--- src/rtl/sgs_pkg.sv ---
package sgs_pkg;

	localparam logic       REQ_PUSH   = 1'b0;
	localparam logic       REQ_PACKET = 1'b1;

	localparam logic [1:0] ST_OK    = 2'd0;
	localparam logic [1:0] ST_EMPTY = 2'd1;
	localparam logic [1:0] ST_FULL  = 2'd2;

	localparam logic       KIND_HDR  = 1'b0;
	localparam logic       KIND_DATA = 1'b1;

	localparam logic [1:0] REG_MAX_PKT = 2'd0;
	localparam logic [1:0] REG_HDR     = 2'd1;
	localparam logic [1:0] REG_MAX_TX  = 2'd2;
	localparam logic [1:0] REG_GROUP   = 2'd3;

	typedef struct packed {
		logic        is_pkt;
		logic [63:0] addr;
		logic [23:0] size;
		logic        new_payload;
	} cmd_t;

	typedef struct packed {
		logic [15:0] max_packet_bytes;
		logic [9:0]  header_bytes;
		logic [4:0]  max_tx_entries;
		logic [15:0] group_bytes;
	} cfg_t;

	typedef struct packed {
		logic [1:0]  status;
		logic        kind;
		logic [63:0] addr;
		logic [23:0] len;
		logic [31:0] seq;
		logic [31:0] ident;
		logic        ptype;
		logic [31:0] poff;
		logic        last;
		logic        lor;
	} desc_t;

endpackage

--- src/rtl/sgs_budget.sv ---
module sgs_budget import sgs_pkg::*; (
	input  logic        clk,
	input  logic        arst_n,
	input  cfg_t        cfg,
	input  logic        restart,
	output logic [15:0] budget,
	output logic        budget_ok
);

	logic        run_q;
	logic [3:0]  cnt_q;
	logic [16:0] rem_q;
	logic [15:0] base;
	logic [16:0] rem_sh;
	logic        ge;

	// payload room before rounding
	assign base   = (16'(cfg.header_bytes) < cfg.max_packet_bytes) ?
		cfg.max_packet_bytes - 16'(cfg.header_bytes) : 16'd0;
	assign rem_sh = {rem_q[15:0], base[cnt_q]};
	assign ge     = rem_sh >= {1'b0, cfg.group_bytes};

	assign budget = (cfg.group_bytes != 16'd0 && cfg.group_bytes <= base) ?
		base - rem_q[15:0] : base;
	assign budget_ok = !run_q;

	always_ff @(posedge clk or negedge arst_n) begin
		if (!arst_n) begin
			run_q <= 1'b1;
			cnt_q <= 4'd15;
			rem_q <= '0;
		end else if (restart) begin
			run_q <= 1'b1;
			cnt_q <= 4'd15;
			rem_q <= '0;
		end else if (run_q) begin
			rem_q <= ge ? rem_sh - {1'b0, cfg.group_bytes} : rem_sh;
			if (cnt_q == 4'd0) begin
				run_q <= 1'b0;
			end else begin
				cnt_q <= cnt_q - 4'd1;
			end
		end
	end

endmodule

--- config.mk ---
export PLATFORM = sky130hd
export DESIGN_NAME = sgs_budget
export DESIGN_NICKNAME = d
export VERILOG_FILES = /design/src/rtl/sgs_pkg.sv /design/src/rtl/sgs_budget.sv
export SDC_FILE = /design/constraint.sdc
export NUM_CORES = 1
export LEC_CHECK = 0
export BUFFER_PORTS_ARGS = -buffer_cell sky130_fd_sc_hd__buf_2
export CAP_MARGIN = 0
export CORE_UTILIZATION = 30
export CTS_BUF_LIST = sky130_fd_sc_hd__clkbuf_8
export DETAILED_ROUTE_END_ITERATION = 7
export PLACE_DENSITY = 0.55
export SETUP_SLACK_MARGIN = 0.02
export SLEW_MARGIN = 0
export SYNTH_ARGS = -nofsm -noshare
export SYNTH_HDL_FRONTEND = slang
export SYNTH_SLANG_ARGS = --single-unit
--- constraint.sdc ---
create_clock -name clk -period 18.1 [get_ports clk]
set_input_delay 2.715 -clock clk [delete_from_list [all_inputs] [get_ports clk]]
set_output_delay 2.715 -clock clk [all_outputs]
set_load 0.02 [all_outputs]
---- Yosys cells after proc, flatten, opt, wreduce, memory -nomap -nowiden ----
Index checks and enable logic that the tools add are counted.
operators by class
  add/subtract/negate cells ............... 4
  magnitude comparators ................... 4
  equality and inequality tests ........... 1
  mux-type cells .......................... 13
  reduce and logical (&&, ||, !) cells .... 6
operators by type and width
  kind                 number
  $mux 16              5
  $sub 16x16->16       2
  $ge 17x16->1         1
  $le 16x16->1         1
  $lt 10x16->1         1
  $reduce_bool 16->1   1
  $sub 16x10->16       1
  $mux 4               3
  $lt 4x5->1 const B   1
  $bmux 1 s4           1
  $logic_not 4->1      1
  $mux 1               4
  $sub 4x1->4 const B  1
  $ne 2x2->1 const B   1
  $reduce_and 2->1     1
  $reduce_bool 2->1    1
  $logic_and 1x1->1    1
  $logic_not 1->1      1
storage, ports and cells
  bits in registers ....................... 21
  output and inout port bits .............. 17

---- Logic depth before layout (Yosys ltp) ----
Gate-level depths: netlist of run 1.
  depth in word-level cells ............... 8
  depth in mapped cells ................... 22
  mapped depth without buffers ............ 22

---- Least setup slack after synthesis of run 1 ----
Ideal clock, no wire load.
  path kind ............................... input port to output port
  start point ............................. in cfg[31] (netlist bit)
  end point ............................... out budget[5]
  arrival ................................. 7181 ps
  required time ........................... 15385 ps
  slack ................................... 8204 ps
  stages .................................. 20
  buffers on the path ..................... 2
  path through ............................ inv_1 ha_1 fa_1 nor2b_1 o2111ai_1 and3_1 o31a_1 o21ai_1 clkbuf_1 nand2b_1 ha_1 nor2b_1 o21a_1 o21a_1 o21ai_1 a2111oi_0 a2111oi_0 o21ai_1 clkbuf_1 o31ai_1
between the ends
  word-level cells in the longest chain between the ends .. 5
  elaborated cells on any way between the ends .. 7
  those cells by class .................... 2 x add/sub; 2 x order compare; 2 x mux; 1 x reduce/logical
ends and longest elaborated chain
  what                                                   line                                text
  start, declared                                        sgs_budget.sv:4                     input cfg_t cfg,
  $sub 16x10->16 / $lt 10x16->1 (equally long branches)  sgs_budget.sv:19, sgs_budget.sv:18
  $mux 16 (*)                                            sgs_budget.sv:18                    assign base = (16'(cfg.header_bytes) < cfg.max_packet_bytes) ?
  $le 16x16->1                                           sgs_budget.sv:23                    assign budget = (cfg.group_bytes != 16'd0 && cfg.group_bytes <= base) ?
  $logic_and 1x1->1                                      sgs_budget.sv:23
  $mux 16 (*)                                            sgs_budget.sv:23
  end, declared                                          sgs_budget.sv:6                     output logic [15:0] budget,
Every way passes the cells marked *; elsewhere a longest branch is shown, timed or not.

---- Final worst setup path of run 1 ----
  start point ............................. in cfg[31] (netlist bit)
  end point ............................... out budget[0]
Same word-level chain as after synthesis.

==> results.md, run 1 <==
* Non-Filler Instances at 790
* Initial antenna violation count at 0
* Chip height at 120 um
* CP max FO at 14
* Hold_buf cts at 0
* Total gr overflow at 0
* Avg Inst Size Synth at about 7.3 um^2
* GP Congestion at approximately 0.88
* Max Slew Vio Count at 0
* Final setup vio count at 0
* Status: finished clean
* Initial DRC count at 301
* Total power at just under 0.6 mW
* CP bufs+invs at 4
* Fin Hold WS at slightly below 0.6 ns
* Reg2reg end: rem_q[1]
* Final wirelength at 12200 um
* Pre-CTS setup slack at roughly 7.2 ns
* Worst Setup End Kind: primary output
* Number of synthesized flops with an enable pin at 0
* Post-Syn Area at between 4000 and 5000 um^2
* Number of port buffers at roughly 60
* Min-Delay Path Class: reg -> reg
* Synth Net Count at 678
* Placed insts at between 700 and 800
* R2R Setup Slk at around 13 ns
* Synth cell types at between 50 and 60
* Period minus WS final at approximately 11 ns
* Finished Core Util at 0.347
* YS warnings at 0
* RSZ-0062 raised after global routing: false
* Type of origin of the critical path: input port
* Area grow syn2layout at 12.0%
* I/O pin count at 67
* Pleak at 2.34 nW
* CTS Root Cell: clkbuf_8
* Cell Pwr Density at approximately 130 nW/um^2
* Gate Count Post-Synth at 566
* Largest net degree at the start of global routing at 31
* CP Cell Sequence: buf_2, inv_1, ha_1, fa_1, nor2b_1, o2111ai_1, and3_1, o31a_1, o21ai_1, nand2b_1, ha_1, nor2b_1, o21a_1, o21a_1, o21ai_1, a2111oi_0, a2111oi_0, o21ai_2, buf_4, mux2i_1, buf_2
* Wire length per cell at roughly 15 um
* CP arrival at approximately 8.1 ns
* Die area at 14300 um^2
* Post-DRT Antenna Nets at 0
* Post-synthesis register bit count at 21
* H-tree depth at 1
* Kind of critical path: in -> out
* Core Box Area at about 13000 um^2
* Max_cap viols at 0
* Final hold vios at 0
* Layout fillers at 1465
* Worst EP required at around 15 ns
* Total track usage at 0.173
* TritonCTS clock tree: yes
* Max Used Layer: met4
* Cts repair resizes at 0
* Wl on met1 at roughly 5900 um
* Period utilization at 0.598
* Vias in the first global route at roughly 4100
* Setup Fix Bufs, Post-CTS at 0
* # DRC at 0
* DP Area at around 4600 um^2
* FMAX at about 92 MHz
* TritonRoute pass-1 iters at 5
* Met2 Wirelength at approximately 5500 um
* Asr flop ratio synth at 1.00
* Worst Clk Skew at 0.00508 ns
* Relative slew slack at 0.505
* HPWL Detailed at 10000 um
* Prevailing post-synth register cell: dfrtp_1
* CTS buffer count at 3
* Share of the synthesized area in the top cell type at 0.178
* Worst hold path stage count at 2
* CTS sink count at 21
* DR vias at ~4200
* Rows at 42
* Share of cells above drive strength 1 at 0.148
* Setup TNS at 0 ns
* Initial core utilization at 0.310
* Hold EP: rem_q[6]
* Slowest CP cell: o21ai_1
* PnR worst setup slack at approximately 7.3 ns
* Worst VDD drop at roughly 0.037 mV
* Sequential area share after synthesis at 0.128
* Nets@finish at slightly above 700
* Area leader, netlist: ha_1
* Worst-Margin Slew at 0.740 ns
* Crit-path leading delay family: compound AO/OA/AOI/OAI gates
* Die Wd at 120 um
* CTS max path bufs at 2
* Met3 WL at between 400 and 500 um
* Worst path max stage delay at ~0.61 ns
* Drt via density at approximately 5.3
* N_diodes at 0
* First-pass GRT wire length at roughly 20000 um
* Ranking of synthesized cells by area: ha_1 18%, dfrtp_1 9.6%, inv_1 5.9%
* Worst Reg-to-Reg Cells at 17
* Final instance area at 4660 um^2
* HP Start: rem_q[5]
* Clk_lat worst skew at between 0.2 and 0.3 ns
* Setup crit start: cfg[31]
* FF-to-FF Start: cnt_q[0]
* Clock slew at reported path FFs at ~0.09 ns
## worst register-to-register path: stages, from the launching register on
cell       delay, ns
dfstp_2         0.67
inv_1           0.19
nand2_1         0.18
a2111oi_0       0.09
a31oi_1         0.18
o31ai_1         0.10
a311o_1         0.39
nand3_1         0.13
ha_1            0.17
nor2b_1         0.06
o31ai_1         0.38
a21oi_1         0.18
a41oi_1         0.36
o21ai_1         0.25
a211oi_4        0.71
mux2i_1         0.26
nor2_1          0.05
a211oi_1        0.20
## final cells by class
| type | instances | area, um^2 | share of cell area |
|---|---|---|---|
| flip-flops and latches | 21 | 532 | 0.114 |
| inverters | 71 | 267 | 0.0572 |
| repair buffers | 62 | 313 | 0.0672 |
| well taps | 176 | 220 | 0.0473 |
| multi-input cells | 456 | 3280 | 0.704 |
| clock buffers | 3 | 41.3 | 0.00887 |
| clock inverters | 1 | 3.75 | 0.000806 |
## flip-flops by register name, indices dropped and copies added, names as in the netlist
signal / count
rem_q: 16
cnt_q: 4
run_q: 1
## layer usage
| layer | up-vias | track usage |
|---|---|---|
| li1 | 2135 | - |
| met5 | - | 0 |
| met3 | 16 | 0.0105 |
| met2 | 89 | 0.286 |
| met1 | 1937 | 0.239 |
| met4 | 0 | 0.0523 |
## worst max path at each step
| stage | endpoint | slack [ns] | cells past startpoint |
|---|---|---|---|
| floorplan | budget[5] | 8.20 | 20 |
| global placement | budget[0] | 7.34 | 20 |
| detailed placement | budget[0] | 7.23 | 21 |
| CTS | budget[0] | 7.22 | 21 |
| global route | budget[0] | 6.73 | 21 |
| finish | budget[0] | 7.27 | 21 |
## cell families after synthesis
group           count (synthesis)  synth area share
simple gates                  188             0.221
fa+ha+maj                      62             0.192
compound gates                161             0.275
mux                            12            0.0298
buf+inv                        89            0.0840
xor+xnor                       33            0.0695
flops                          21             0.128
## cell usage after synthesis, drive strengths merged, types with 9 or more instances
cell and count:
a21oi 31, xor2 9, a21o 22, xnor2 24
or3 10, a211oi 14, clkbuf 16, nand2 54
ha 59, nand2b 12, inv 71, a311oi 11
mux2i 9, nor3 12, nand3 12, nand4 10
o21ai 30, dfrtp 16, nor2 43
## placed cells by master, fill, tap and decap left out, types with 14 or more instances in the layout
cell and count:
xnor2_1 24, o21ai_1 15, o21ai_0 14, nand2_1 54
nor2_1 43, a21o_1 22, ha_1 59, buf_2 61
dfrtp_1 16, inv_1 66, a21oi_1 31
## where the power goes
| group | internal (mW) | switching [mW] | total (mW) |
|---|---|---|---|
| Combinational | 0.196 | 0.280 | 0.476 |
| Sequential | 0.0637 | 0.0222 | 0.0859 |
| Clock | 0.0152 | 0.0171 | 0.0323 |
(Power assumes the default switching activity.)
==> run 2, diff against run 1 <==
Settings changed: ABC_AREA set to 1.
Clock period 18.1 ns to 11.05 ns, I/O delays scaled along.
==> results.md, run 2 <==
* CTS sink count at 21 (unchanged)
* TritonCTS clock tree: yes
* FMAX at between 100 and 150 MHz
* CTS buffer count at 3 (unchanged)
* DR vias at 4378 (+4.8%)
* Setup Fix Bufs, Post-CTS at 0 (unchanged)
* CP arrival at 5.63 ns (-2.48 ns)
* Final hold vios at 0 (unchanged)
* # DRC at 0 (unchanged)
* Status: finished clean
* Max FFs per register at 16 (unchanged)
* Prevailing post-synth register cell: dfrtp_1
* First-pass GRT wire length at 20600 um (+1.6%)
* Layout fillers at 1610 (+9.9%)
* Die Wd at 121 um (+1.2%)
* Total track usage at 0.175 (+0.00216)
* Post-Syn Area at 4260 um^2 (+2.5%)
* R2R Setup Slk at 7.29 ns (-6.19 ns)
* Clock slew at reported path FFs at 0.08 ns (about the same)
* YS warnings at 0 (unchanged)
* Initial core utilization at 0.307 (-0.00316)
* Number of port buffers at 61 (unchanged)
* Vias in the first global route at 4250 (+4.3%)
* Gate Count Post-Synth at 709 (+25%)
* Main combinational cell family by area after synthesis: simple AND/OR/NAND/NOR gates
* Worst path max stage delay at 0.54 ns (-0.07 ns)
* Rows at 43 (+2.4%)
* Nets@finish at 876 (+20%)
* Worst Setup End Kind: primary output
* Post-synthesis register bit count at 21 (unchanged)
* Pleak at 2.63 nW (+13%)
* Worst VDD drop at 0.0853 mV (+130%)
* HPWL Detailed at 10500 um (+5.1%)
* GP Congestion at 0.859 (-2.6%)
* Max_cap viols at 0 (unchanged)
* Initial DRC count at 196 (-35%)
* Kind of critical path: in -> out
* Final setup vio count at 0 (unchanged)
* Worst Reg-to-Reg Cells at 18 (+1)
* Count leader, synth: nand2_1
* Compound-Gate Fraction of Synth Area at 0.185 (-0.0905)
* Share of the synthesized area in the top cell type at 0.173 (-0.00438)
* Period utilization at 0.659
* Ranking of synthesized cells by area: ha_1 17%, nand2_1 15%, inv_1 12%
* Area leader, netlist: ha_1
* Type of origin of the critical path: input port
* Max Slew Vio Count at 0 (unchanged)
* Logic pwr share at 0.800 (about the same)
* Post-synthesis adder-cell area fraction at 0.187 (-0.00474)
* Clock Power Share at 0.057 (+0.003)
* Final wirelength at 12100 um (-0.90%)
* FF-to-FF Start: cnt_q[0]
* Sequential area share after synthesis at 0.125 (-0.00316)
* Slowest CP cell: o21ai_0
* Number of synthesized flops with an enable pin at 0 (unchanged)
* CP endpoint: budget[0]
* Post-DRT Antenna Nets at 0 (unchanged)
* Setup TNS at 0 ns (unchanged)
* H-tree depth at 1 (unchanged)
* Worst Clk Skew at 0.00391 ns (-0.00118 ns)
* Reg2reg end: rem_q[2]
* CTS max path bufs at 2 (unchanged)
* Top flop regs: rem_q: 16 flops, cnt_q: 4 flops, run_q: 1 flops
* Worst hold path stage count at 2 (unchanged)
* Share of cells above drive strength 1 at 0.110 (-0.0381)
* Area grow syn2layout at 12.2%
* Cts repair resizes at 0 (unchanged)
* Drt via density at 4.64 (-12%)
* Most frequent cells in the layout: 174 x nand2_1, 132 x inv_1, 64 x o21ai_0
* RSZ-0062 raised after global routing: false
* Simple-gate area share of the yosys netlist at 0.316 (+0.0950)
* I/O pin count at 67 (unchanged)
* Initial antenna violation count at 0 (unchanged)
* CP max FO at 30 (+16)
* Chip height at 121 um (+1.2%)
* Reg with most FFs: rem_q
* Internal power at 0.395 mW (+43%)
* Cell mode on critical path: nand2_1
* Relative slew slack at 0.363 (-0.142)
* Min-Delay Path Class: reg -> reg
* Asr flop ratio synth at 1.00 (unchanged)
* Cell Pwr Density at 188 nW/um^2 (+48%)
* Finished Core Util at 0.345 (-0.00292)
* TritonRoute pass-1 iters at 4 (-1)
* Synth cell types at 42 (-28%)
* N_diodes at 0 (unchanged)
* Post-synthesis xor/xnor area fraction at 0.0575 (-0.0120)
* Switching Power at 0.506 mW (+59%)
* Period minus WS final at between 7 and 8 ns
* Most common cell after layout, fill and taps aside: nand2_1
* Avg Inst Size Synth at 6.01 um^2 (-18%)
* Core Box Area at 13900 um^2 (+3.6%)
* Total gr overflow at 0 (unchanged)
* Synth Net Count at 821 (+21%)
* Hold_buf cts at 0 (unchanged)
* Clk_lat worst skew at 0.27 ns (about the same)
* Share of power burned in registers at 0.143 (about the same)
* Sw frac at 0.562 (+0.0250)
* Mux share of post-synthesis cell area at 0 (-0.0298)
* Most frequent cells after synthesis: 174 x nand2_1, 131 x inv_1, 64 x o21ai_0
* CP Cell Sequence: buf_2, ha_1, fa_1, inv_1, nand2_1, nand2_1, nand3_2, nand2_2, nand2_2, nand2_4, nand2_4, nor2_1, inv_1, ha_1, nand2_1, inv_1, nand3_1, nor3_1, nand2_1, nand2_1, nand2_1, o21ai_0, buf_2
* Worst EP required at 9.39 ns (-6.00 ns)
* Die area at 14700 um^2 (+2.5%)
* Worst-Margin Slew at 0.953 ns (+0.213 ns)
* Largest net degree at the start of global routing at 33 (+6.5%)
* Wire length per cell at 12.8 um (-17%)
* CTS Root Cell: clkbuf_8
* Setup crit start: cfg[21]
[run 2: cell types whose count changed in the layout (fill, tap and decap cells not counted), moves of 19 or more]
cell / change
nand2_1: +120
a21oi_1: +26
inv_1: +66
o21ai_0: +50
a21o_1: -19
nand3_1: +31
[run 2: cells by family (layout without fill, tap and decap cells)]
kind of cell | Yosys count | after routing
AND/OR/NAND/NOR | 309 | 309
XOR/XNOR | 28 | 28
buffers and inverters | 143 | 197
adder cells (fa/ha/maj) | 62 | 62
AO/OA/AOI/OAI | 146 | 146
flip-flops | 21 | 21
[run 2: area by class of cell]
type / count / area [um^2] / share of cell area
Multi-Input combinational cell: 545 / 3180 / 0.665
Clock inverter: 1 / 3.75 / 0.000785
Timing Repair Buffer: 61 / 305 / 0.0638
Sequential cell: 21 / 532 / 0.111
Inverter: 132 / 495 / 0.104
Tap cell: 180 / 225 / 0.0471
Clock buffer: 3 / 41.3 / 0.00863
[run 2: worst max-delay path, delay by kind of cell]
family / cells / cell delay, ns
and+or+nand+nor: 14 / 1.88
adders and majority gates: 3 / 0.90
buffers and inverters: 5 / 0.63
AOI/OAI and AO/OA: 1 / 0.54
[run 2: layer usage]
metal  GRT usage  vias up  wire (um)
met5           0        -          0
met1       0.252     1879       6450
met4      0.0309        0        129
li1            -     2428          -
met3      0.0103        9        311
met2       0.288       62       5220
[run 2: how the worst min path moves through the flow]
stage	start	end	slack, ns
floorplan	rem_q[9]	rem_q[10]	0.51
finish	run_q	cnt_q[2]	0.55
detailed placement	rem_q[9]	rem_q[10]	0.54
global placement	run_q	cnt_q[2]	0.54
global route	rem_q[11]	rem_q[12]	0.60
CTS	run_q	cnt_q[2]	0.56
[run 2: power by group through the flow]
stage          Combinational (mW)  Sequential [mW]  Clock, mW
2_1_floorplan               0.550            0.121          0
3_3_place_gp                0.723            0.129          0
3_5_place_dp                0.720            0.130          0
4_1_cts                     0.725            0.129     0.0534
5_1_grt                     0.826            0.132     0.0554
6_report                    0.721            0.129     0.0515
[run 2: stage by stage]
| stage | power [mW] | worst slack, ns | hold WS [ns] | instance area (um^2) | std cells |
|---|---|---|---|---|---|
| detailed placement | 0.850 | 3.74 | 0.540 | 4740 | 939 |
| finish | 0.901 | 3.77 | 0.553 | 4780 | 943 |
| global route | 1.01 | 3.30 | 0.599 | 4780 | 943 |
| floorplan | 0.671 | 4.26 | 0.508 | 4260 | 709 |
| CTS | 0.907 | 3.72 | 0.555 | 4780 | 943 |
| global placement | 0.853 | 3.76 | 0.539 | 4740 | 939 |
