## src/rtl/sgs_pkg.sv

```systemverilog
package sgs_pkg;

	localparam logic       REQ_PUSH   = 1'b0;
	localparam logic       REQ_PACKET = 1'b1;

	localparam logic [1:0] ST_OK    = 2'd0;
	localparam logic [1:0] ST_EMPTY = 2'd1;
	localparam logic [1:0] ST_FULL  = 2'd2;

	localparam logic       KIND_HDR  = 1'b0;
	localparam logic       KIND_DATA = 1'b1;

	localparam logic [1:0] REG_MAX_PKT = 2'd0;
	localparam logic [1:0] REG_HDR     = 2'd1;
	localparam logic [1:0] REG_MAX_TX  = 2'd2;
	localparam logic [1:0] REG_GROUP   = 2'd3;

	typedef struct packed {
		logic        is_pkt;
		logic [63:0] addr;
		logic [23:0] size;
		logic        new_payload;
	} cmd_t;

	typedef struct packed {
		logic [15:0] max_packet_bytes;
		logic [9:0]  header_bytes;
		logic [4:0]  max_tx_entries;
		logic [15:0] group_bytes;
	} cfg_t;

	typedef struct packed {
		logic [1:0]  status;
		logic        kind;
		logic [63:0] addr;
		logic [23:0] len;
		logic [31:0] seq;
		logic [31:0] ident;
		logic        ptype;
		logic [31:0] poff;
		logic        last;
		logic        lor;
	} desc_t;

endpackage

```

## src/rtl/sgs_front.sv

```systemverilog
module sgs_front import sgs_pkg::*; (
	input  logic        clk,
	input  logic        arst_n,
	input  logic        cmd_valid,
	output logic        cmd_stall,
	input  logic        req_type,
	input  logic [63:0] entry_addr,
	input  logic [23:0] entry_size,
	input  logic        new_payload,
	input  logic [63:0] header_addr,
	output cmd_t        cmd,
	output logic        cmd_avail,
	input  logic        cmd_pop
);

	cmd_t       slot_q [2];
	cmd_t       dec;
	logic       wp_q;
	logic       rp_q;
	logic [1:0] cnt_q;
	logic       push;

	assign cmd_stall = (cnt_q == 2'd2);
	assign cmd_avail = (cnt_q != 2'd0);
	assign push      = cmd_valid && !cmd_stall;
	assign cmd       = slot_q[rp_q];

	always_comb begin
		dec.is_pkt      = (req_type == REQ_PACKET);
		dec.addr        = dec.is_pkt ? header_addr : entry_addr;
		dec.size        = entry_size;
		dec.new_payload = new_payload;
	end

	always_ff @(posedge clk) begin
		if (push) begin
			slot_q[wp_q] <= dec;
		end
	end

	always_ff @(posedge clk or negedge arst_n) begin
		if (!arst_n) begin
			wp_q  <= 1'b0;
			rp_q  <= 1'b0;
			cnt_q <= 2'd0;
		end else begin
			if (push) begin
				wp_q <= !wp_q;
			end
			if (cmd_pop) begin
				rp_q <= !rp_q;
			end
			cnt_q <= cnt_q + {1'b0, push} - {1'b0, cmd_pop};
		end
	end

endmodule

```

## config.mk

```make
export PLATFORM = sky130hd
export DESIGN_NAME = sgs_front
export DESIGN_NICKNAME = d
export VERILOG_FILES = /design/src/rtl/sgs_pkg.sv /design/src/rtl/sgs_front.sv
export SDC_FILE = /design/constraint.sdc
export NUM_CORES = 1
export LEC_CHECK = 0
export BUFFER_PORTS_ARGS = -buffer_cell sky130_fd_sc_hd__buf_4
export CAP_MARGIN = 10
export CORE_ASPECT_RATIO = 1.5
export CORE_MARGIN = 1.5
export CORE_UTILIZATION = 40
export CTS_CLUSTER_SIZE = 14
export DETAILED_ROUTE_END_ITERATION = 16
export GPL_ROUTABILITY_DRIVEN = 0
export GPL_TIMING_DRIVEN = 0
export PLACE_DENSITY = 0.74
export SLEW_MARGIN = 10
export SYNTH_ARGS = -nofsm -noshare
export SYNTH_HDL_FRONTEND = slang
export SYNTH_SLANG_ARGS = --single-unit
```

## constraint.sdc

```tcl
create_clock -name clk -period 7.05 [get_ports clk]
set_input_delay 1.0575 -clock clk [delete_from_list [all_inputs] [get_ports clk]]
set_output_delay 1.0575 -clock clk [all_outputs]
set_load 0.03 [all_outputs]
```

# After elaboration in Yosys (flattened, before gate mapping)

Memory sizes are Yosys's and may differ from the RTL's.
Index checks and enable logic that the tools add are counted.
W data, S select, Z words.

$add $sub $neg: 2
Eq/ne operators: 1
Multiplexer cells: 3
Reduce and logical (&&, ||, !) cells: 5

Operators by type and width:

| kind                 | number |
|---|---|
| $mux W64             | 1 |
| $logic_not A1 Y1     | 3 |
| $add A2 B1 Y2        | 1 |
| $eq A2 B2 Y1 const B | 1 |
| $mux W1              | 2 |
| $reduce_bool A2 Y1   | 1 |
| $sub A2 B1 Y2        | 1 |
| $logic_and A1 B1 Y1  | 1 |

Flip-flop bits (word level): 4
Memory bits (writable): 180
Bits of input ports: 158
Output and inout port bits: 92
Word-level logic and storage cells: 15
Memories kept: 1

Memory list:

| name   | words | bits a word | rd ports | clocked after Yosys merged registers in | write ports | line            | RTL |
|---|---|---|---|---|---|---|---|
| slot_q | 2     | 90          | 1        | 0                                       | 1           | sgs_front.sv:16 | `cmd_t slot_q [2];` |

# Depth between registers and ports, before layout

Gate-level depths: netlist of run 1.

Depth after elaboration: 5
Mapped depth: 7
Gate-level depth less buffers: 7

# Worst setup path after synthesis of run 1

Ideal clock, no wire load.

Path kind: input -> register
Start: in cmd_valid
End: mem slot_q[0][0] (netlist bit) (enable)
Arrival: 4,900 ps
Path slack: 1,610 ps
Stages on the path: 2
Path buffers: 0
Cell sequence: nand2_1 -> nor2_1

Longest elaborated chain between the ends: 3

Ends and longest elaborated chain:

| what                          | line            | RTL |
|---|---|---|
| from (decl)                   | sgs_front.sv:4  | `input logic cmd_valid,` |
| $logic_and A1 B1 Y1           | sgs_front.sv:25 | `assign push = cmd_valid && !cmd_stall;` |
| $mux W1                       | sgs_front.sv:36 | `if (push) begin` |
| $mux W1 (not written as such) | sgs_front.sv:37 | `slot_q[wp_q] <= dec;` |
| to (decl)                     | sgs_front.sv:16 |  |

No other way between the ends.

==> run_results.csv, run 1 <==
group,metric,value,unit
timing,relSlewSlack,0.620,
floorplanning,ios,250,
timing,period_share,0.394,
timing,max_slew.worst_pin.slew,0.570,ns
layout,antennaDiodeCount,0,
route,wl,15.8,mm
route,first_iter_violations,232,
synthesis,yosys_warnings,0,
pwr,leakagePower,4.70,nW
grt,grt_pass1_wl,23.9,mm
layout,n_fill_cell,1553,
route,routedWlPerCell,17.3,µm
grt,grt_overflow,0,
critical_path,reg2reg_from,"cnt_q[1]",
synthesis,synth_seq_area_share,0.674,
synthesis,yosysUniqueCellTypes,15,
layout,regArea,5510,µm²
timing,fin_worst_skew,0.00602,ns
critical_path,cpPeakStageDelay,0.36,ns
timing,tns,0,ns
timing,rsz0062_at_grt,"no",
grt,grt_pass1_vias,4591,
status,status,"completed",
timing,whs,0.416,ns
layout,layout_commonest_cell,"buf_4",
clocking,cts_tree,"done",
place,dp_slack,4.52,ns
route,ant_nets,0,
clocking,htree_levels,4,
clocking,clock_sinks,184,
route,first_pass_iters,4,
timing,hold_viol,0,
layout,multi_input_area,2390,µm²
critical_path,worstSetupPathType,"reg2out",
floorplanning,die_w,120,µm
pwr,total_power,4.57,mW
synthesis,synthesis.area,8160,µm²
critical_path,crit_required,5.99,ns
timing,max_freq,360,MHz
clocking,cts_root_buffer,"clkbuf_16",
hold_path,holdCritPathClass,"in2async",
synthesis,ys_ff_latch,184,
layout,area_growth,36.1,%
floorplanning,coreArea,19900,µm²
place,io_buffers,249,
clocking,clk-insertion-delay-late,0.43,ns
critical_path,path_buf_inv,3,
route,vias,4205,
clocking,cts_setup_buffers,0,
critical_path,timing.rr.end,"slot_q[0][55]",
synthesis,avgSynthCellArea,22.2,µm²
critical_path,end_kind,"output port",
floorplanning,start_util,0.411,
clocking,clock_path_buffers,2,
grt,grt_max_degree,53,
grt,grt_use_total,0.151,
timing,slew_viol_final,0,
critical_path,crit_fanout,10,
critical_path,path_cells,"buf_6, buf_12, mux2_4, buf_4",
synthesis,synth_fp_nets,528,
grt,grt_antenna_before_repair,0,
layout,fin_nets,800,
floorplanning,core.rowCount,63,
job,drv_cap,0,
timing,min_period,2.78,ns
clocking,path_clk_slew,0.06,ns
clocking,cts_made_buffers,17,
pwr,cellPowerDensity,411,nW/µm²
route,drc_errors,0,
place,dp_hpwl,11.9,mm
synthesis,netlist_instances,368,
clocking,cts_resized,0,
timing,setup_viol,0,
layout,drive_gt1_frac,0.698,
floorplanning,die_area,21300,µm²
critical_path,start_kind,"flip-flop",
timing,setup_slack,4.27,ns
layout,final_cell_mix,"buf_4, edfxtp_1, mux2_4",
critical_path,r2r_cells,5,
pwr,vdd_drop_max,0.000319,V
floorplanning,die_h,178,µm
critical_path,worstPathArrival,1.72,ns
critical_path,crit_family,"buffers and inverters",
clocking,holdBufCountCts,0,
route,post_drt_via_cell_ratio,4.61,
critical_path,crit_slowest_cell,"dfrtp_1",
critical_path,rrSetupSlack,5.14,ns
-- layer usage --
layer  up-vias  wire (µm)  GRT usage
met5         -          0          0
met4         0        465     0.0809
met3        25        795     0.0379
met2       141       9070      0.282
met1      2053       5510      0.153
li1       1986          -          -
-- report_power, final --
part	total, mW	internal (mW)	switching, mW	leakage [nW]
clock network	1.03	0.640	0.385	0.312
logic	1.98	0.933	1.04	2.67
registers	1.57	1.50	0.0645	1.72
total	4.57	3.08	1.49	4.70
-- how the worst max path moves through the flow --
stage,slack [ns],cells after the start,end,start
3_5_place_dp,4.52,5,slot_q[0][55],cmd_valid
2_1_floorplan,1.61,2,slot_q[0][0],cmd_valid
3_3_place_gp,-0.32,3,slot_q[0][54],cmd_valid
6_report,4.27,4,cmd[59],rp_q
4_1_cts,4.23,4,cmd[61],rp_q
5_1_grt,4.20,4,cmd[64],rp_q
-- logic make-up (layout without fill, tap and decap cells) --
kind of cell | after synthesis | after routing | synth area share
flops | 184 | 184 | 0.674
mux | 154 | 154 | 0.281
buf+inv | 19 | 304 | 0.0340
simple gates | 5 | 5 | 0.00322
xor+xnor | 4 | 4 | 0.00429
fa+ha+maj | 2 | 2 | 0.00307
-- stage by stage --
stage,std cells,util,instance area [µm²]
3_5_place_dp,881,0.527,10500
2_1_floorplan,368,-,8160
6_report,913,0.559,11100
5_1_grt,913,0.559,11100
4_1_cts,913,0.559,11100
3_3_place_gp,877,0.521,10400
-- cell type report --
class,instances,share of cell area
flip-flops and latches,184,0.496
multi-input cells,165,0.215
repair buffers,253,0.177
clock buffers,21,0.0405
well taps,260,0.0293
plain buffers,17,0.0243
clock inverters,11,0.0175
inverters,2,0.000676
-- sequential cells by signal (all words and copies together), names as in the netlist --
signal / cells
wp_q: 1
cnt_q: 2
slot_q: 180
rp_q: 1
-- synthesized netlist by cell type --
cell / n / share of area
nand2b_1: 1 / 0.00077
xor2_1: 1 / 0.0011
mux2_4: 149 / 0.27
dfrtp_1: 4 / 0.012
inv_1: 2 / 0.00092
and3_1: 1 / 0.00077
buf_12: 9 / 0.022
buf_6: 8 / 0.011
xnor2_1: 3 / 0.0032
mux2_2: 5 / 0.0069
nor2_1: 1 / 0.00046
nand2_1: 1 / 0.00046
ha_1: 2 / 0.0031
edfxtp_1: 180 / 0.66
or2_2: 1 / 0.00077
Note: power is estimated with default switching activity, not from simulation.
==> run 2, diff against run 1 <==
PLACE_DENSITY = 0.76   (was 0.74)
clock period = 2.51 ns   (was 7.05 ns; I/O delays follow)
==> run 2 against run 1 <==
Net effect:
- sequential power rose to 2.8 times the previous value
- global-route usage rose by 0.10 points
- setup slack got worse by 3.9 ns
- clock skew fell by 0.0014 ns
- clock-buffer cell count fell by 4
- sequential cell count did not move
- via count rose by 1.3%
- largest cell class unchanged
==> run_results.csv, run 2 (synthesis results as in run 1) <==
group,metric,value,unit
status,status,"completed",
pwr,leakagePower,4.69,nW
critical_path,cpPeakStageDelay,0.36,ns
floorplanning,start_util,0.411,
timing,setup_viol,0,
route,drc_errors,0,
layout,final_cell_mix,"buf_4, edfxtp_1, mux2_4",
timing,slew_viol_final,0,
layout,largest_register_ffs,180,
clocking,cts_resized,0,
pwr,cellPowerDensity,1150,nW/µm²
critical_path,path_cells,"buf_6, buf_12, mux2_4, buf_4",
critical_path,worstSetupPathType,"reg2out",
grt,grt_pass1_wl,24.0,mm
floorplanning,ios,250,
place,io_buffers,249,
layout,top_register,"slot_q",
route,wl,16.0,mm
clocking,clk-insertion-delay-late,0.43,ns
timing,max_freq,474,MHz
critical_path,crit_family,"buffers and inverters",
timing,period_share,0.841,
critical_path,worstPathArrival,1.73,ns
timing,min_period,2.11,ns
layout,drive_gt1_frac,0.700,
clocking,cts_tree,"done",
floorplanning,die_w,120,µm
timing,whs,0.135,ns
place,dp_hpwl,11.8,mm
layout,fin_nets,801,
job,drv_cap,0,
layout,design_area,11100,µm²
clocking,path_clk_slew,0.07,ns
floorplanning,die_h,178,µm
layout,area_growth,36.0,%
critical_path,end_kind,"output port",
critical_path,crit_required,2.13,ns
route,first_iter_violations,189,
grt,grt_antenna_before_repair,0,
pwr,vdd_drop_max,0.00101,V
critical_path,crit_slowest_cell,"dfrtp_1",
grt,grt_overflow,0,
timing,rsz0062_at_grt,"no",
floorplanning,core.rowCount,63,
grt,grt_use_total,0.152,
route,vias,4259,
route,first_pass_iters,4,
clocking,clock_sinks,184,
place,place_area,10500,µm²
grt,grt_max_degree,53,
grt,grt_pass1_vias,4602,
clocking,cts_root_buffer,"clkbuf_16",
layout,layout_commonest_cell,"buf_4",
critical_path,crit_fanout,10,
clocking,clock_path_buffers,2,
clocking,cts_made_buffers,17,
timing,max_slew.worst_pin.slew,0.592,ns
hold_path,holdCritPathClass,"in2reg",
critical_path,setup.worst_path.start,"rp_q",
critical_path,path_buf_inv,3,
critical_path,reg2reg_from,"cnt_q[1]",
route,ant_nets,0,
timing,hold_viol,0,
floorplanning,die_area,21300,µm²
layout,n_fill_cell,1576,
layout,antennaDiodeCount,0,
route,post_drt_via_cell_ratio,4.66,
route,routedWlPerCell,17.5,µm
floorplanning,coreArea,19900,µm²
layout,top_regs,"slot_q (180), cnt_q (2)",
clocking,htree_levels,4,
hold_path,worst_hold_startpoint,"entry_size[19]",
critical_path,start_kind,"flip-flop",
timing,relSlewSlack,0.606,
timing,fin_worst_skew,0.00462,ns
==> run 2: cell count changes in the layout (fill, tap and decap cells not counted), sizes merged <==
| cell | change |
|---|---|
| dlygate4sd3 | +1 |
| clkbuf | -4 |
| inv | +1 |
| bufinv | -1 |
| clkinvlp | +1 |
| clkinv | +3 |
==> run 2: metal layers <==
metal | global-route usage | share of wire | vias up
li1 | - | - | 2001
met1 | 0.160 | 0.35 | 2060
met2 | 0.273 | 0.56 | 161
met3 | 0.0402 | 0.053 | 37
met4 | 0.0853 | 0.034 | 0
met5 | 0 | 0 | -
==> run 2: path summary, 6_finish.rpt <==
check,end,slack (ns),cells past startpoint
min reg2reg,cnt_q[0],0.53,1
max in group asynchronous,rp_q,2.13,2
min in group asynchronous,wp_q,0.28,2
min,slot_q[1][20],0.13,1
max,cmd[55],0.40,4
max reg2reg,slot_q[1][51],0.70,3
==> run 2: area by class of cell <==
type / instances / area [µm²] / share of cell area
inverter: 2 / 7.51 / 0.000676
clock inverter: 15 / 200 / 0.0180
multi-input combinational: 165 / 2390 / 0.216
clock buffer: 17 / 425 / 0.0383
tap: 260 / 325 / 0.0293
timing repair buffer: 254 / 1970 / 0.178
buffer: 17 / 270 / 0.0243
sequential: 184 / 5510 / 0.496
==> run 2: through the flow <==
| stage | total power, mW | cells | util | TNS [ns] | setup WS (ns) |
|---|---|---|---|---|---|
| 5_1_grt | 13.3 | 914 | 0.559 | 0 | 0.331 |
| 6_report | 12.7 | 914 | 0.559 | 0 | 0.400 |
| 3_5_place_dp | 10.1 | 881 | 0.527 | 0 | 0.690 |
| 4_1_cts | 12.9 | 914 | 0.559 | 0 | 0.355 |
| 2_1_floorplan | 8.31 | 368 | - | 0 | 0.140 |
| 3_3_place_gp | 9.90 | 877 | 0.522 | -55.44 | -0.525 |
==> run 2: worst reg2reg max path, stage by stage (launching register included) <==
cell	delay, ns
dfrtp_1	0.40
nand2b_1	0.12
and3_4	0.58
buf_16	0.33
==> run 2: timing repair <==
item,in CTS,in global routing
hold endpoints to repair,4,0
hold buffers,1,0
buffers inserted,0,0
==> run 2: where the power goes <==
group	internal, mW	total (mW)	switching (mW)	leakage, nW
clock network	1.67	2.79	1.12	0.303
logic	2.62	5.55	2.93	2.67
registers	4.22	4.40	0.181	1.72
total	8.52	12.7	4.23	4.69
==> run 3, diff against run 2 <==
clock period = 1.78 ns   (was 2.51 ns; I/O delays follow)
==> run 3 against run 2 <==
Net effect:
- the flow now finishes with violations (negative setup slack)
- sequential cell count stayed put
- largest cell class unchanged
- first-iteration DRC count rose by 15%
- highest routed layer unchanged
- clock skew grew 0.0051 ns
- critical path type unchanged
==> run_results.csv, run 3 (synthesis results as in run 1) <==
group,metric,value,unit
pwr,vdd_drop_max,0.00135,V
pwr,leakagePower,4.87,nW
route,drc_errors,0,
clocking,cts_made_buffers,17,
place,dp_hpwl,12.0,mm
floorplanning,start_util,0.411,
clocking,clock_path_buffers,2,
layout,area_growth,41.9,%
critical_path,path_cells,"buf_12, buf_12, mux2_4, buf_6",
timing,hold_viol,0,
timing,relSlewSlack,0.704,
floorplanning,die_w,120,µm
timing,max_freq,528,MHz
critical_path,worstPathArrival,1.63,ns
floorplanning,die_area,21300,µm²
critical_path,r2r_cells,7,
route,vias,4322,
floorplanning,coreArea,19900,µm²
layout,post-route-util,0.583,
hold_path,holdCritPathClass,"in2reg",
place,io_buffers,249,
timing,max_slew.worst_pin.slew,0.444,ns
timing,slew_viol_final,0,
hold_path,worst_hold_startpoint,"entry_size[20]",
grt,grt_pass1_wl,24.5,mm
clocking,path_clk_slew,0.07,ns
pwr,cellPowerDensity,1640,nW/µm²
layout,top_register,"slot_q",
grt,grt_antenna_before_repair,1,
layout,largest_register_ffs,180,
clocking,clk-insertion-delay-late,0.43,ns
grt,grt_use_total,0.157,
route,first_pass_iters,6,
timing,setup_slack,-0.113,ns
hold_path,holdPathEnd,"slot_q[1][21]",
clocking,cts_root_buffer,"clkbuf_16",
floorplanning,die_h,178,µm
layout,layout_commonest_cell,"edfxtp_1",
grt,grt_pass1_vias,4529,
route,routedWlPerCell,18.1,µm
timing,fin_worst_skew,0.00974,ns
critical_path,start_kind,"flip-flop",
critical_path,cpPeakStageDelay,0.37,ns
critical_path,setup.worst_path.start,"rp_q",
route,wl,16.8,mm
timing,min_period,1.89,ns
layout,top_regs,"slot_q (180), cnt_q (2)",
critical_path,timing.rr.end,"cnt_q[1]",
clocking,clock_sinks,184,
layout,drive_gt1_frac,0.700,
critical_path,reg2reg_from,"cnt_q[1]",
layout,fin_nets,813,
route,first_iter_violations,217,
status,status,"finished, violations left",
status,violations,"negative setup slack",
timing,setup_viol,89,
route,ant_nets,0,
critical_path,end_kind,"output port",
clocking,htree_levels,4,
critical_path,crit_fanout,10,
critical_path,rrSetupSlack,0.20,ns
timing,period_share,1.06,
floorplanning,ios,250,
critical_path,worstSetupPathType,"reg2out",
hold_path,holdPathStages,1,
place,dp.cells,881,
critical_path,crit_required,1.51,ns
layout,finalNonFillerCells,927,
grt,grt_max_degree,57,
place,dp_slack,-0.186,ns
route,post_drt_via_cell_ratio,4.66,
critical_path,crit_top_cell,"buf_12",
clocking,cts_tree,"done",
critical_path,crit_slowest_cell,"dfrtp_1",
floorplanning,core.rowCount,63,
timing,rsz0062_at_grt,"yes",
job,drv_cap,0,
grt,grt_overflow,0,
timing,tns,-8.27,ns
layout,final_cell_mix,"edfxtp_1, buf_4, mux2_4",
-- run 3: cell types whose count changed in the layout (fill, tap and decap cells not counted), sizes merged --
cell	delta
dlygate4sd3	+7
buf	+4
clkinv	-2
inv	+2
and3	+1
diode	+1
-- run 3: worst max path at each step --
stage                    end  slack (ns)  cells past startpoint
4_1_cts              cmd[60]       -0.15                      4
3_3_place_gp   slot_q[0][55]       -1.25                      3
5_1_grt              cmd[63]       -0.18                      4
6_report             cmd[63]       -0.11                      4
2_1_floorplan   slot_q[0][0]       -0.57                      3
3_5_place_dp   slot_q[0][51]       -0.19                      5
-- run 3: worst max-delay path, delay by kind of cell, from the launching register on --
kind     cells  cell delay (ns)
buf+inv      3             0.50
flops        1             0.37
mux          1             0.32
-- run 3: layout make-up --
cell class,instances,area (µm²)
antenna,1,2.50
buffer,17,279
clock buffer,17,425
clock inverter,15,215
fill,1487,8280
inverter,2,7.51
multi-input combinational,166,2410
sequential,184,5510
tap,260,325
timing repair buffer,265,2410
-- run 3: per-stage QoR --
stage | hold slack (ns) | cell area [µm²] | power [mW]
after CTS | 0.000128 | 11500 | 19.2
after global routing | 0.000824 | 11600 | 19.7
final | 0.0281 | 11600 | 19.0
after global placement | 0.0641 | 10400 | 14.0
after floorplan | -0.0286 | 8170 | 11.7
after detailed placement | 0.0672 | 10500 | 14.3
-- run 3: layer usage --
| layer | vias up | share of wire | global-route usage | routed length [µm] |
|---|---|---|---|---|
| li1 | 2024 | - | - | - |
| met1 | 2100 | 0.35 | 0.160 | 5930 |
| met2 | 164 | 0.57 | 0.294 | 9500 |
| met3 | 34 | 0.050 | 0.0434 | 847 |
| met4 | 0 | 0.030 | 0.0759 | 505 |
| met5 | - | 0 | 0 | 0 |
-- run 3: power breakdown --
part / total [mW] / internal [mW] / leakage, nW / switching [mW]
Sequential: 6.23 / 5.95 / 1.72 / 0.281
Clock: 4.01 / 2.39 / 0.308 / 1.62
Combinational: 8.72 / 4.37 / 2.85 / 4.36
Total: 19.0 / 12.7 / 4.87 / 6.26
-- run 3: what timing repair did --
item | 4_1_cts | 5_1_grt
hold buffers | 2 | 6
buffers inserted | 4 | 0
gates cloned | 1 | 0
endpoints found under the setup margin | 172 | 91
resized for setup | 92 | 1
hold endpoints to repair | 5 | 11
pin swaps | 2 | 0
